**src/sv/svpwm_pkg.sv**
```systemverilog
package svpwm_pkg;

   // input format and its conversion to q.16
   localparam int IN_WIDTH = 16;
   localparam int IN_FRAC  = IN_WIDTH - 2;
   localparam int UP_SHIFT = (IN_FRAC < 16) ? 16 - IN_FRAC : 0;
   localparam int DN_SHIFT = (IN_FRAC > 16) ? IN_FRAC - 16 : 0;
   localparam int EXT_W    = IN_WIDTH + UP_SHIFT;

   // internal widths
   localparam int Q_W    = 18;   // q2.16 reference
   localparam int DUTY_W = 24;   // dwell times and duties
   localparam int OFFS_W = 26;   // rescaled duty
   localparam int MA_W   = 26;   // multiplier data operand
   localparam int MB_W   = 18;   // multiplier coefficient operand
   localparam int PROD_W = MA_W + MB_W;
   localparam int CMP_W  = 16;
   localparam int SEC_W  = 3;

   // q.16 coefficients
   localparam logic signed [MB_W-1:0] K_SQRT3 = 18'sd113515;
   localparam logic signed [MB_W-1:0] K_COS30 = 18'sd56754;
   localparam logic signed [MB_W-1:0] K_GAIN  = 18'sd37449;
   localparam logic signed [OFFS_W-1:0] K_OFFS = 26'sd6554;
   localparam logic signed [DUTY_W-1:0] K_BIAS = 24'sd14418;
   localparam logic signed [DUTY_W-1:0] Q_ONE  = 24'sd65536;
   localparam logic [CMP_W-1:0] PERIOD_RESET   = 16'd17000;

   typedef struct packed {
      logic signed [IN_WIDTH-1:0] v_alpha;
      logic signed [IN_WIDTH-1:0] v_beta;
   } svpwm_req_type;

   typedef struct packed {
      logic [CMP_W-1:0] cmp_a;
      logic [CMP_W-1:0] cmp_b;
      logic [CMP_W-1:0] cmp_c;
      logic [SEC_W-1:0] sector;
   } svpwm_rsp_type;

   // shared multiplier operations
   typedef enum logic [1:0] {
      MUL_SQRT3,
      MUL_COS30,
      MUL_GAIN,
      MUL_PERIOD
   } mul_op_type;

   typedef struct packed {
      mul_op_type                op;
      logic signed [Q_W-1:0]     alpha;
      logic signed [DUTY_W-1:0]  bias_duty;
      logic signed [OFFS_W-1:0]  offs;
      logic [CMP_W-1:0]          period;
   } mul_req_type;

   // reference to q.16, floor when the input has more fraction bits
   function automatic logic signed [Q_W-1:0] to_q16(input logic signed [IN_WIDTH-1:0] x);
      logic signed [EXT_W-1:0] ext;
      ext = EXT_W'(x);
      ext = ext <<< UP_SHIFT;
      ext = ext >>> DN_SHIFT;
      return Q_W'(ext);
   endfunction

   // sign sum to sector
   function automatic logic [SEC_W-1:0] sector_of_sum(input logic [2:0] sum);
      logic [SEC_W-1:0] sec;
      unique case (sum)
         3'd0: sec = 3'd2;
         3'd1: sec = 3'd3;
         3'd2: sec = 3'd1;
         3'd3: sec = 3'd0;
         3'd4: sec = 3'd0;
         3'd5: sec = 3'd4;
         3'd6: sec = 3'd6;
         3'd7: sec = 3'd5;
      endcase
      return sec;
   endfunction

endpackage

```
**src/sv/svpwm_mul.sv**
```systemverilog
module svpwm_mul (
   input  logic                                  clock,
   input  svpwm_pkg::mul_req_type                mul_req,
   output logic signed [svpwm_pkg::PROD_W-1:0]   prod
);

   logic signed [svpwm_pkg::MA_W-1:0]   op_a;
   logic signed [svpwm_pkg::MB_W-1:0]   op_b;
   logic signed [svpwm_pkg::PROD_W-1:0] prod_ff;

   // operand selection
   always_comb begin
      unique case (mul_req.op)
         svpwm_pkg::MUL_SQRT3: begin
            op_a = svpwm_pkg::MA_W'(mul_req.alpha);
            op_b = svpwm_pkg::K_SQRT3;
         end
         svpwm_pkg::MUL_COS30: begin
            op_a = svpwm_pkg::MA_W'(mul_req.alpha);
            op_b = svpwm_pkg::K_COS30;
         end
         svpwm_pkg::MUL_GAIN: begin
            op_a = svpwm_pkg::MA_W'(mul_req.bias_duty);
            op_b = svpwm_pkg::K_GAIN;
         end
         svpwm_pkg::MUL_PERIOD: begin
            op_a = svpwm_pkg::MA_W'(mul_req.offs);
            op_b = signed'({2'b00, mul_req.period});
         end
         default: begin
            op_a = '0;
            op_b = '0;
         end
      endcase
   end

   // registered signed product
   always_ff @(posedge clock) begin
      prod_ff <= op_a * op_b;
   end

   assign prod = prod_ff;

endmodule

```
**src/sv/svpwm_compare_generator.sv**
```systemverilog
// space-vector pwm compare generator, seven-segment pattern
// req channel: one alpha/beta reference (q2.14) per transfer, valid/stall
// handshake; req_stall is high while an item is being worked on.
// rsp channel: three phase compare values (0..period) and the sector; a
// sector of 0 marks a boundary case and repeats the previous compare values.
// csr port: csr_wr_en writes csr_wr_data into the pwm period; write it only
// while no item is in flight.
// each item runs through a small sequencer around a single shared multiplier,
// used eight times per item that is not a boundary case; a new item is taken
// only when the block is back in idle.
// the result sits in an output register, so a new item is accepted while it
// waits; if the receiver keeps rsp_stall high, the next item finishes and
// then waits for that register before the block returns to idle.
// reset (synchronous, active high) clears the held compare values to zero,
// sets the period to 17000 and drops rsp_valid.
module svpwm_compare_generator (
   input  logic                          clock,
   input  logic                          reset,
   input  logic                          req_valid,
   output logic                          req_stall,
   input  svpwm_pkg::svpwm_req_type      req_data,
   output logic                          rsp_valid,
   input  logic                          rsp_stall,
   output svpwm_pkg::svpwm_rsp_type      rsp_data,
   input  logic                          csr_wr_en,
   input  logic [svpwm_pkg::CMP_W-1:0]   csr_wr_data
);

   localparam int Q_W    = svpwm_pkg::Q_W;
   localparam int DUTY_W = svpwm_pkg::DUTY_W;
   localparam int OFFS_W = svpwm_pkg::OFFS_W;
   localparam int PROD_W = svpwm_pkg::PROD_W;
   localparam int CMP_W  = svpwm_pkg::CMP_W;
   localparam int SEC_W  = svpwm_pkg::SEC_W;
   localparam int TEST_W = PROD_W + 1;
   localparam logic signed [PROD_W-1:0] RND_HALF = PROD_W'(32768);

   typedef enum logic [3:0] {
      ST_IDLE,
      ST_SLOPE,
      ST_SECTOR,
      ST_TIME,
      ST_HALF,
      ST_DUTY,
      ST_GAIN,
      ST_OFFS,
      ST_SCALE,
      ST_CLAMP,
      ST_DONE
   } state_type;

   state_type                   state_ff;
   logic [1:0]                  idx_ff;
   logic signed [Q_W-1:0]       al_ff;
   logic signed [Q_W-1:0]       be_ff;
   logic [SEC_W-1:0]            sec_ff;
   logic signed [DUTY_W-1:0]    t1_ff;
   logic signed [DUTY_W-1:0]    t2_ff;
   logic signed [DUTY_W-1:0]    h_ff;
   logic signed [DUTY_W-1:0]    bias_ff [3];
   logic signed [OFFS_W-1:0]    offs_ff;
   logic [CMP_W-1:0]            last_cmp_ff [3];
   logic [CMP_W-1:0]            period_ff;
   logic                        rsp_valid_ff;
   svpwm_pkg::svpwm_rsp_type    rsp_ff;

   svpwm_pkg::mul_req_type      mul_req;
   logic signed [PROD_W-1:0]    prod;

   logic signed [TEST_W-1:0]    be_hi;
   logic signed [TEST_W-1:0]    test_minus;
   logic signed [TEST_W-1:0]    test_plus;
   logic [2:0]                  sign_sum;
   logic [SEC_W-1:0]            sec_in;
   logic signed [DUTY_W-1:0]    ta;
   logic signed [DUTY_W-1:0]    tb;
   logic signed [DUTY_W-1:0]    be_w;
   logic signed [DUTY_W-1:0]    t1_in;
   logic signed [DUTY_W-1:0]    t2_in;
   logic signed [DUTY_W-1:0]    t0;
   logic signed [DUTY_W-1:0]    h_in;
   logic signed [DUTY_W-1:0]    h_t1;
   logic signed [DUTY_W-1:0]    h_t2;
   logic signed [DUTY_W-1:0]    h_t12;
   logic signed [DUTY_W-1:0]    da;
   logic signed [DUTY_W-1:0]    db;
   logic signed [DUTY_W-1:0]    dc;
   logic signed [OFFS_W-1:0]    offs_in;
   logic signed [PROD_W-1:0]    scaled;
   logic [CMP_W-1:0]            cmp_in;
   logic                        rsp_free;

   // shared multiplier
   always_comb begin
      mul_req.alpha     = al_ff;
      mul_req.bias_duty = bias_ff[idx_ff];
      mul_req.offs      = offs_ff;
      mul_req.period    = period_ff;
      unique case (state_ff)
         ST_SECTOR: mul_req.op = svpwm_pkg::MUL_COS30;
         ST_GAIN:   mul_req.op = svpwm_pkg::MUL_GAIN;
         ST_SCALE:  mul_req.op = svpwm_pkg::MUL_PERIOD;
         default:   mul_req.op = svpwm_pkg::MUL_SQRT3;
      endcase
   end

   svpwm_mul u_mul (
      .clock   (clock),
      .mul_req (mul_req),
      .prod    (prod)
   );

   // exact sign tests against beta * 65536 and 1.7321 * alpha
   always_comb begin
      be_hi      = TEST_W'(be_ff) <<< 16;
      test_minus = be_hi - TEST_W'(prod);
      test_plus  = be_hi + TEST_W'(prod);
      sign_sum   = {!(be_ff > 0), !(test_minus > 0), !(test_plus > 0)};
      sec_in     = svpwm_pkg::sector_of_sum(sign_sum);
   end

   // dwell times
   always_comb begin
      ta   = DUTY_W'((prod + RND_HALF) >>> 16);
      be_w = DUTY_W'(be_ff);
      tb   = (be_w + DUTY_W'(1)) >>> 1;
      unique case (sec_ff)
         3'd1: begin
            t1_in = ta - tb;
            t2_in = be_w;
         end
         3'd2: begin
            t1_in = ta + tb;
            t2_in = tb - ta;
         end
         3'd3: begin
            t1_in = be_w;
            t2_in = -ta - tb;
         end
         3'd4: begin
            t1_in = tb - ta;
            t2_in = -be_w;
         end
         3'd5: begin
            t1_in = -ta - tb;
            t2_in = ta - tb;
         end
         default: begin
            t1_in = -be_w;
            t2_in = ta + tb;
         end
      endcase
   end

   // zero-vector half time and phase duties
   always_comb begin
      t0    = svpwm_pkg::Q_ONE - t1_ff - t2_ff;
      h_in  = (t0 + DUTY_W'(1)) >>> 1;
      h_t1  = h_ff + t1_ff;
      h_t2  = h_ff + t2_ff;
      h_t12 = h_t1 + t2_ff;
      unique case (sec_ff)
         3'd1: begin
            da = h_t12;
            db = h_t2;
            dc = h_ff;
         end
         3'd2: begin
            da = h_t1;
            db = h_t12;
            dc = h_ff;
         end
         3'd3: begin
            da = h_ff;
            db = h_t12;
            dc = h_t2;
         end
         3'd4: begin
            da = h_ff;
            db = h_t1;
            dc = h_t12;
         end
         3'd5: begin
            da = h_t2;
            db = h_ff;
            dc = h_t12;
         end
         default: begin
            da = h_t12;
            db = h_ff;
            dc = h_t1;
         end
      endcase
   end

   // rescale offset and compare saturation
   always_comb begin
      offs_in = svpwm_pkg::K_OFFS + OFFS_W'((prod + RND_HALF) >>> 16);
      scaled  = prod >>> 16;
      priority if (scaled < 0) begin
         cmp_in = '0;
      end else if (scaled > PROD_W'(period_ff)) begin
         cmp_in = period_ff;
      end else begin
         cmp_in = scaled[CMP_W-1:0];
      end
   end

   assign rsp_free = !rsp_valid_ff || !rsp_stall;

   // sequencer, held state and output register
   always_ff @(posedge clock) begin
      if (reset) begin
         state_ff     <= ST_IDLE;
         idx_ff       <= '0;
         rsp_valid_ff <= 1'b0;
         period_ff    <= svpwm_pkg::PERIOD_RESET;
         for (int i = 0; i < 3; i++) begin
            last_cmp_ff[i] <= '0;
         end
      end else begin
         if (csr_wr_en) begin
            period_ff <= csr_wr_data;
         end
         // output register empties unless a new result is loaded this cycle
         if (rsp_valid_ff && !rsp_stall && (state_ff != ST_DONE)) begin
            rsp_valid_ff <= 1'b0;
         end
         unique case (state_ff)
            ST_IDLE: begin
               if (req_valid) begin
                  al_ff    <= svpwm_pkg::to_q16(req_data.v_alpha);
                  be_ff    <= svpwm_pkg::to_q16(req_data.v_beta);
                  state_ff <= ST_SLOPE;
               end
            end
            ST_SLOPE: begin
               state_ff <= ST_SECTOR;
            end
            ST_SECTOR: begin
               sec_ff <= sec_in;
               if (sec_in == '0) begin
                  state_ff <= ST_DONE;
               end else begin
                  state_ff <= ST_TIME;
               end
            end
            ST_TIME: begin
               t1_ff    <= t1_in;
               t2_ff    <= t2_in;
               state_ff <= ST_HALF;
            end
            ST_HALF: begin
               h_ff     <= h_in;
               state_ff <= ST_DUTY;
            end
            ST_DUTY: begin
               bias_ff[0] <= da + svpwm_pkg::K_BIAS;
               bias_ff[1] <= db + svpwm_pkg::K_BIAS;
               bias_ff[2] <= dc + svpwm_pkg::K_BIAS;
               idx_ff     <= '0;
               state_ff   <= ST_GAIN;
            end
            ST_GAIN: begin
               state_ff <= ST_OFFS;
            end
            ST_OFFS: begin
               offs_ff  <= offs_in;
               state_ff <= ST_SCALE;
            end
            ST_SCALE: begin
               state_ff <= ST_CLAMP;
            end
            ST_CLAMP: begin
               last_cmp_ff[idx_ff] <= cmp_in;
               if (idx_ff == 2'd2) begin
                  state_ff <= ST_DONE;
               end else begin
                  idx_ff   <= idx_ff + 2'd1;
                  state_ff <= ST_GAIN;
               end
            end
            ST_DONE: begin
               if (rsp_free) begin
                  rsp_ff.cmp_a <= last_cmp_ff[0];
                  rsp_ff.cmp_b <= last_cmp_ff[1];
                  rsp_ff.cmp_c <= last_cmp_ff[2];
                  rsp_ff.sector <= sec_ff;
                  rsp_valid_ff  <= 1'b1;
                  state_ff      <= ST_IDLE;
               end
            end
            default: begin
               state_ff <= ST_IDLE;
            end
         endcase
      end
   end

   assign req_stall = (state_ff != ST_IDLE);
   assign rsp_valid = rsp_valid_ff;
   assign rsp_data  = rsp_ff;

endmodule
```
**config.mk**
```make
export PLATFORM = sky130hd
export DESIGN_NAME = svpwm_compare_generator
export DESIGN_NICKNAME = d
export VERILOG_FILES = /design/src/sv/svpwm_pkg.sv /design/src/sv/svpwm_mul.sv /design/src/sv/svpwm_compare_generator.sv
export SDC_FILE = /design/constraint.sdc
export NUM_CORES = 2
export LEC_CHECK = 0
export BUFFER_PORTS_ARGS = -buffer_cell sky130_fd_sc_hd__buf_4
export CELL_PAD_IN_SITES_DETAIL_PLACEMENT = 1
export CELL_PAD_IN_SITES_GLOBAL_PLACEMENT = 1
export CORE_MARGIN = 2
export CORE_UTILIZATION = 40
export DETAILED_ROUTE_END_ITERATION = 6
export PLACE_DENSITY_LB_ADDON = 0.1
export SYNTH_ARGS = -nofsm -noshare
export SYNTH_HDL_FRONTEND = slang
export SYNTH_SLANG_ARGS = --single-unit
```
**constraint.sdc**
```tcl
create_clock -name clock -period 9.65 [get_ports clock]
set_input_delay 0.965 -clock clock [delete_from_list [all_inputs] [get_ports clock]]
set_output_delay 0.965 -clock clock [all_outputs]
set_load 0.005 [all_outputs]
```
Yosys cells after proc, flatten, opt, wreduce, memory -nomap -nowiden --
Memory sizes are Yosys's and may differ from the RTL's. A register that Yosys moved wholly into a read port is not among the register bits. Cells that the tools add are included.
Storage, ports and cells: input port bits 53, bits in read-only memories 24, flip-flop bits (word level) 202, bits in writable memories 120, memories 3, word-level logic and storage cells 127, bits in latches 0
Operators by class: equality and inequality tests 23, div/mod/pow operators 0, add/subtract/negate cells 21, $lt $le $gt $ge 5, shift operators 0, multiply operators 1, muxes and demuxes 33, reduce and logical (&&, ||, !) cells 27, bitwise operators 1
Memories:
- bias_ff | depth 3, width 24, read ports 1, clocked after Yosys merged registers in 1, write ports 3, line svpwm_compare_generator.sv:60 | logic signed [DUTY_W-1:0] bias_ff [3];
- last_cmp_ff | depth 3, width 16, read ports 3, clocked after Yosys merged registers in 3, write ports 3, line svpwm_compare_generator.sv:62 | logic [CMP_W-1:0] last_cmp_ff [3];
- (no name shown) | depth 8, width 3, read ports 1, clocked after Yosys merged registers in 0, write ports 0, line svpwm_pkg.sv:69 | unique case (sum)
Operators with widths (count):
- 24-bit case mux with 5 select lines | 2
- 24-bit case mux with 3 select lines | 3
- 45-bit by 1-bit > comparator with 1-bit output (second input constant) | 2
- 26-bit case mux with 3 select lines | 1
- 24-bit by 15-bit adder with 24-bit output (second input constant) | 3
- 18-bit case mux with 4 select lines | 1
- 23-bit by 24-bit adder with 24-bit output | 2
- 16-bit 2-to-1 mux | 3
- 24-bit by 18-bit subtractor with 24-bit output | 2
- 34-bit by 44-bit adder with 45-bit output | 1
- 34-bit by 44-bit subtractor with 45-bit output | 1
- 44-bit by 16-bit > comparator with 1-bit output | 1
- 26-bit by 18-bit multiplier with 44-bit output | 1
- 4-bit case mux with 11 select lines | 1
- 42-bit by 17-bit adder with 42-bit output (second input constant) | 1
- 28-bit by 1-bit < comparator with 1-bit output (second input constant) | 1
- 14-bit by 26-bit adder with 26-bit output (first input constant) | 1
- 24-bit by 18-bit adder with 24-bit output | 1
- 24-bit by 2-bit adder with 24-bit output (second input constant) | 1
- 24-bit adder | 1
- 18-bit negator with 24-bit output | 1
- 24-bit negator | 1
- 18-bit by 24-bit subtractor with 24-bit output | 1
- 18-bit by 24-bit subtractor with 24-bit output (first input constant) | 1
- other kinds (33) | 77

Longest topological paths before layout --
An unclocked memory read counts as a cell.
depth in word-level cells 7, mapped depth 33

By module --
A second synthesis with hierarchy kept.
Second synthesis, totals: cell total of the unflattened synthesis 5549, area total of the unflattened synthesis 48758.0 µm²
By module, submodules not included:
- svpwm_compare_generator | seq. area each 9599.2 µm², area an instance 31694.1 µm², cells an instance 3620, times used 1
- svpwm_mul | seq. area each 880.8 µm², area an instance 17063.9 µm², cells an instance 1929, times used 1

Least setup slack after synthesis --
OpenSTA, ideal clock, no wires.
path type register -> register, start point register with a tool-made name, end point register u_mul.prod_ff, in the netlist u_mul.prod[40], library setup time 0.127 ns, stages on the path, launching flop included 31, setup slack 1.603 ns, buffers on the path 2, data arrival time 7.920 ns, cells stage by stage dfxtp_1 -> clkbuf_1 -> buf_1 -> mux2i_1 -> nor2_1 -> a21oi_1 -> nor2_1 -> a221oi_1 -> nor2_1 -> fa_1 -> inv_1 -> fa_1 -> inv_1 -> fa_1 -> fa_1 -> fa_1 -> inv_1 -> fa_1 -> inv_1 -> ha_1 -> a21o_1 -> a21o_1 -> a21o_1 -> a21oi_1 -> nor2_1 -> a221o_1 -> o41a_1 -> a21o_1 -> o41ai_1 -> o21ai_0 -> xor2_1
RTL lines:
- end signal: assignment | line svpwm_mul.sv:39 | prod_ff <= op_a * op_b;
- end: declaration | line svpwm_mul.sv:9 | logic signed [svpwm_pkg::PROD_W-1:0] prod_ff;

Worst setup path after layout --
start point register state_ff[3], end point register u_mul.prod_ff, in the netlist u_mul.prod[40]
Between the ends: cells in the longest elaborated chain, start to end 6, elaborated cells between the ends (all ways) 12, those cells by class mul (1); eq/ne (6); mux (3); reduce/logical (2)
RTL lines:
- start: declaration | line svpwm_compare_generator.sv:52 | state_type state_ff;
- start signal: assignment | line svpwm_compare_generator.sv:214 | state_ff <= ST_IDLE;
- start signal: assignment | line svpwm_compare_generator.sv:234 | state_ff <= ST_SLOPE;
- start signal: assignment | line svpwm_compare_generator.sv:238 | state_ff <= ST_SECTOR;
- 4-bit equality test (tied with other cells) | line svpwm_compare_generator.sv:99 | unique case (state_ff)
- 2-bit case mux with 3 select lines (*) | line svpwm_compare_generator.sv:99
- 2-bit by 1-bit equality test with 1-bit output or 2-bit logical NOT (tied branches) | line svpwm_mul.sv:13 | unique case (mul_req.op)
- 2-bit OR reduction (no line)
- 26-bit case mux with 3 select lines | line svpwm_mul.sv:13
- 26-bit by 18-bit multiplier with 44-bit output (*) | line svpwm_mul.sv:39
Mark *: on every way between the ends. The rest lies on a longest branch, timed or not. The select of a mux whose other input is x is not followed. A chain may end at the register's enable or synchronous reset.

==> qor.yml <==
drc: 0
synth_top_area_cell: "edfxtp_1"
grt_pass1_vias: 43000
synth_cell_type_count: 93
cts-buffers-inserted: 48
crit_path_max_fanout: 44
viasPerCell: 5.86
cts_resized: 0
grt_pass1_wl_um: 282000
synth_top_area_share_pct: 19.2
drt_iter0_drc: 3295
holdBufCountCts: 0
finalHoldViolCount: 0
wl_met2_um: 91500
min_path_type: "flip-flop to flip-flop"
critPathLaunchType: "flip-flop"
cts_sinks: 372
ys_seq_elements: 372
first_pass_iters: 6
clk_path_buf_depth: 3
synth_most_common_cell: "inv_1"
die_width_um: 349
wl_per_cell_um: 26.6
core.rowCount: 126
io_pins: 106
setup_violations: 0
grt-ovfl-total: 0
nFillCells: 13700
cts_tree: "yes"
routedLengthMet1_um: 80300
hold_depth: 0
drive_gt1_share_pct: 6.84
grt_use_total_pct: 30.8
status: "complete, no violations"
topRoutingLayerUsed: "met5"
crit_required_ps: 10160
hpwl_um: 154000
synthTopCellsByArea: "edfxtp_1, fa_1, ha_1, inv_1, nor2_1"
slew_viol_final: 0
core_area_sq_um: 118000
multiInputGateArea_sq_um: 33700
slew-limit-headroom_pct: 21.2
rsz0062_at_grt: "no"
die_area_sq_um: 121000
place.gp.congestion: 0.940
yosys-top-cells-count: "inv_1, nor2_1, nand2_1, fa_1, ha_1"
route.antenna.remaining_nets: 0
seq_area_sq_um: 10500
h-tree-depth: 2
portBuffers: 105
cp.arrival_ps: 9620
hold_end: "rsp_data[46]"
synthToLayoutAreaGrowth_pct: 9.72
r2r_cells: 26
antenna_found_initial: 5
synth-main-ff-cell: "edfxtp_1"
finClkSkew_ps: 54.9
place_ws_ps: 696
r2r-start: "state_ff[3]"
synth_edf_count: 303
postSynthAreaPerCell_sq_um: 8.72
grt_max_degree: 73
setup_ws_ps: 544
r2r_setup_slack_ps: 540
finalCritPeriodShare_pct: 94.4
end_kind: "flip-flop"
fin_crit_ps: 9110
post_cts_buffers: 0
chipHeight_um: 349
wl_um: 189000
initial_core_util_pct: 40.3
synth_area_sq_um: 47500
setup_tns_ps: 0
tightest_slew_ps: 1180
synth_cells: 5447
cts-root-buf: "clkbuf_16"
timing.fmax_ghz: 0.110
cts.clk_slew.worst_paths_ps: 60
yosysSeqAreaShare_pct: 22.1
async_reset_ff_share_pct: 0
dr_total_vias: 41500
drv_cap: 0
clk_latency_ps: 670
dr_wl_met3_um: 9090
fin_nets: 6423
hp-start: "last_cmp_ff[0][11]"
synth_warnings: 0
r2r_end: "u_mul.prod[40]"
crit_type: "flip-flop to flip-flop"
per-stage QoR:
stage / area, sq um / hold slack (ps) / utilization [%] / std cells
finish: 52100 / 418 / 44.2 / 7076
global route: 52100 / 422 / 44.2 / 7076
CTS: 52100 / 420 / 44.2 / 7074
detailed placement: 50300 / 406 / 42.7 / 6985
global placement: 50300 / 402 / 42.7 / 6985
floorplan: 47500 / 400 / - / 5448
how the worst max path moves through the flow:
| stage | from | to | slack, ps | cells after the start |
|---|---|---|---|---|
| after global placement | state_ff[3] | u_mul.prod[40] | 880 | 29 |
| after CTS | state_ff[3] | u_mul.prod[40] | 640 | 26 |
| final | state_ff[3] | u_mul.prod[40] | 540 | 26 |
| after global routing | state_ff[3] | u_mul.prod[40] | 40 | 28 |
| after floorplan | flip-flop | u_mul.prod[40] | 1600 | 30 |
| after detailed placement | state_ff[3] | u_mul.prod[40] | 700 | 26 |
final cells by class:
cell class | instances | area share (%)
Sequential cell | 372 | 20.1
Antenna cell | 2 | 0.00961
Tap cell | 1536 | 3.69
Inverter | 704 | 5.07
Multi-Input combinational cell | 4153 | 64.6
Timing Repair Buffer | 220 | 3.19
Clock inverter | 32 | 0.855
Clock buffer | 57 | 2.45
cells in the final DEF (no fill, tap or decap), types with 24 or more instances in the layout:
| cell type | n |
|---|---|
| a211oi_1 | 37 |
| a21o_1 | 109 |
| a21oi_1 | 336 |
| a221o_1 | 38 |
| a221oi_1 | 70 |
| a22oi_1 | 30 |
| a31oi_1 | 39 |
| and2_1 | 38 |
| and3_1 | 40 |
| buf_4 | 219 |
| clkbuf_16 | 50 |
| dfxtp_1 | 67 |
| edfxtp_1 | 303 |
| fa_1 | 440 |
| ha_1 | 431 |
| inv_1 | 697 |
| mux2i_1 | 77 |
| nand2_1 | 523 |
| nand2b_1 | 43 |
| nand3_1 | 78 |
| nand4_1 | 53 |
| nor2_1 | 591 |
| nor2b_1 | 39 |
| nor3_1 | 91 |
| nor4_1 | 28 |
| o211ai_1 | 25 |
| o21a_1 | 39 |
| o21ai_0 | 202 |
| o21bai_1 | 43 |
| o31ai_1 | 24 |
| or3_1 | 40 |
| xnor2_1 | 227 |
| xor2_1 | 90 |
metal layers:
metal / vias to the layer above / global-route usage (%)
met5: - / 0
met1: 21300 / 40.2
met4: 2 / 11.1
met3: 285 / 3.12
met2: 1103 / 53.0
li1: 18800 / -
logic make-up (layout without fill, tap and decap cells):
logic type / count (synthesis) / after routing / share of synthesized area, %
adder cells (fa/ha/maj): 871 / 871 / 29.9
XOR/XNOR: 317 / 317 / 5.85
other: 1 / 4 / 0.00790
multiplexers: 84 / 84 / 1.79
AO/OA/AOI/OAI: 1228 / 1228 / 17.4
flip-flops: 372 / 372 / 22.1
AND/OR/NAND/NOR: 1651 / 1651 / 15.6
buffers and inverters: 923 / 1013 / 7.35
flip-flops by register name, summed over array words and instances (netlist names), 16 cells and up, named ones only:
register	cells
offs_ff	26
h_ff	23
last_cmp_ff	48
be_ff	16
t2_ff	24
al_ff	16
period_ff	16
t1_ff	24
u_mul.prod	44
rsp_data	51
bias_ff	72
critical path, cell delays in order (launching register included):
cell	delay, ps
dfxtp_1	680
nor2b_1	280
and2_2	440
buf_12	270
a221o_1	690
nand2_1	190
fa_1	580
inv_1	60
fa_1	490
fa_1	590
fa_1	440
fa_1	550
inv_1	70
fa_1	490
inv_1	40
ha_1	330
a21o_1	210
a21o_1	190
a221o_1	290
a21oi_1	200
o21ai_0	150
and2_1	210
o41a_1	470
a21o_1	240
o41ai_1	400
o21ai_0	180
xor2_1	170
Power is left out: the tool's default activity adds up to more than one toggle a clock period on the data nets, which glitch-free logic cannot reach.
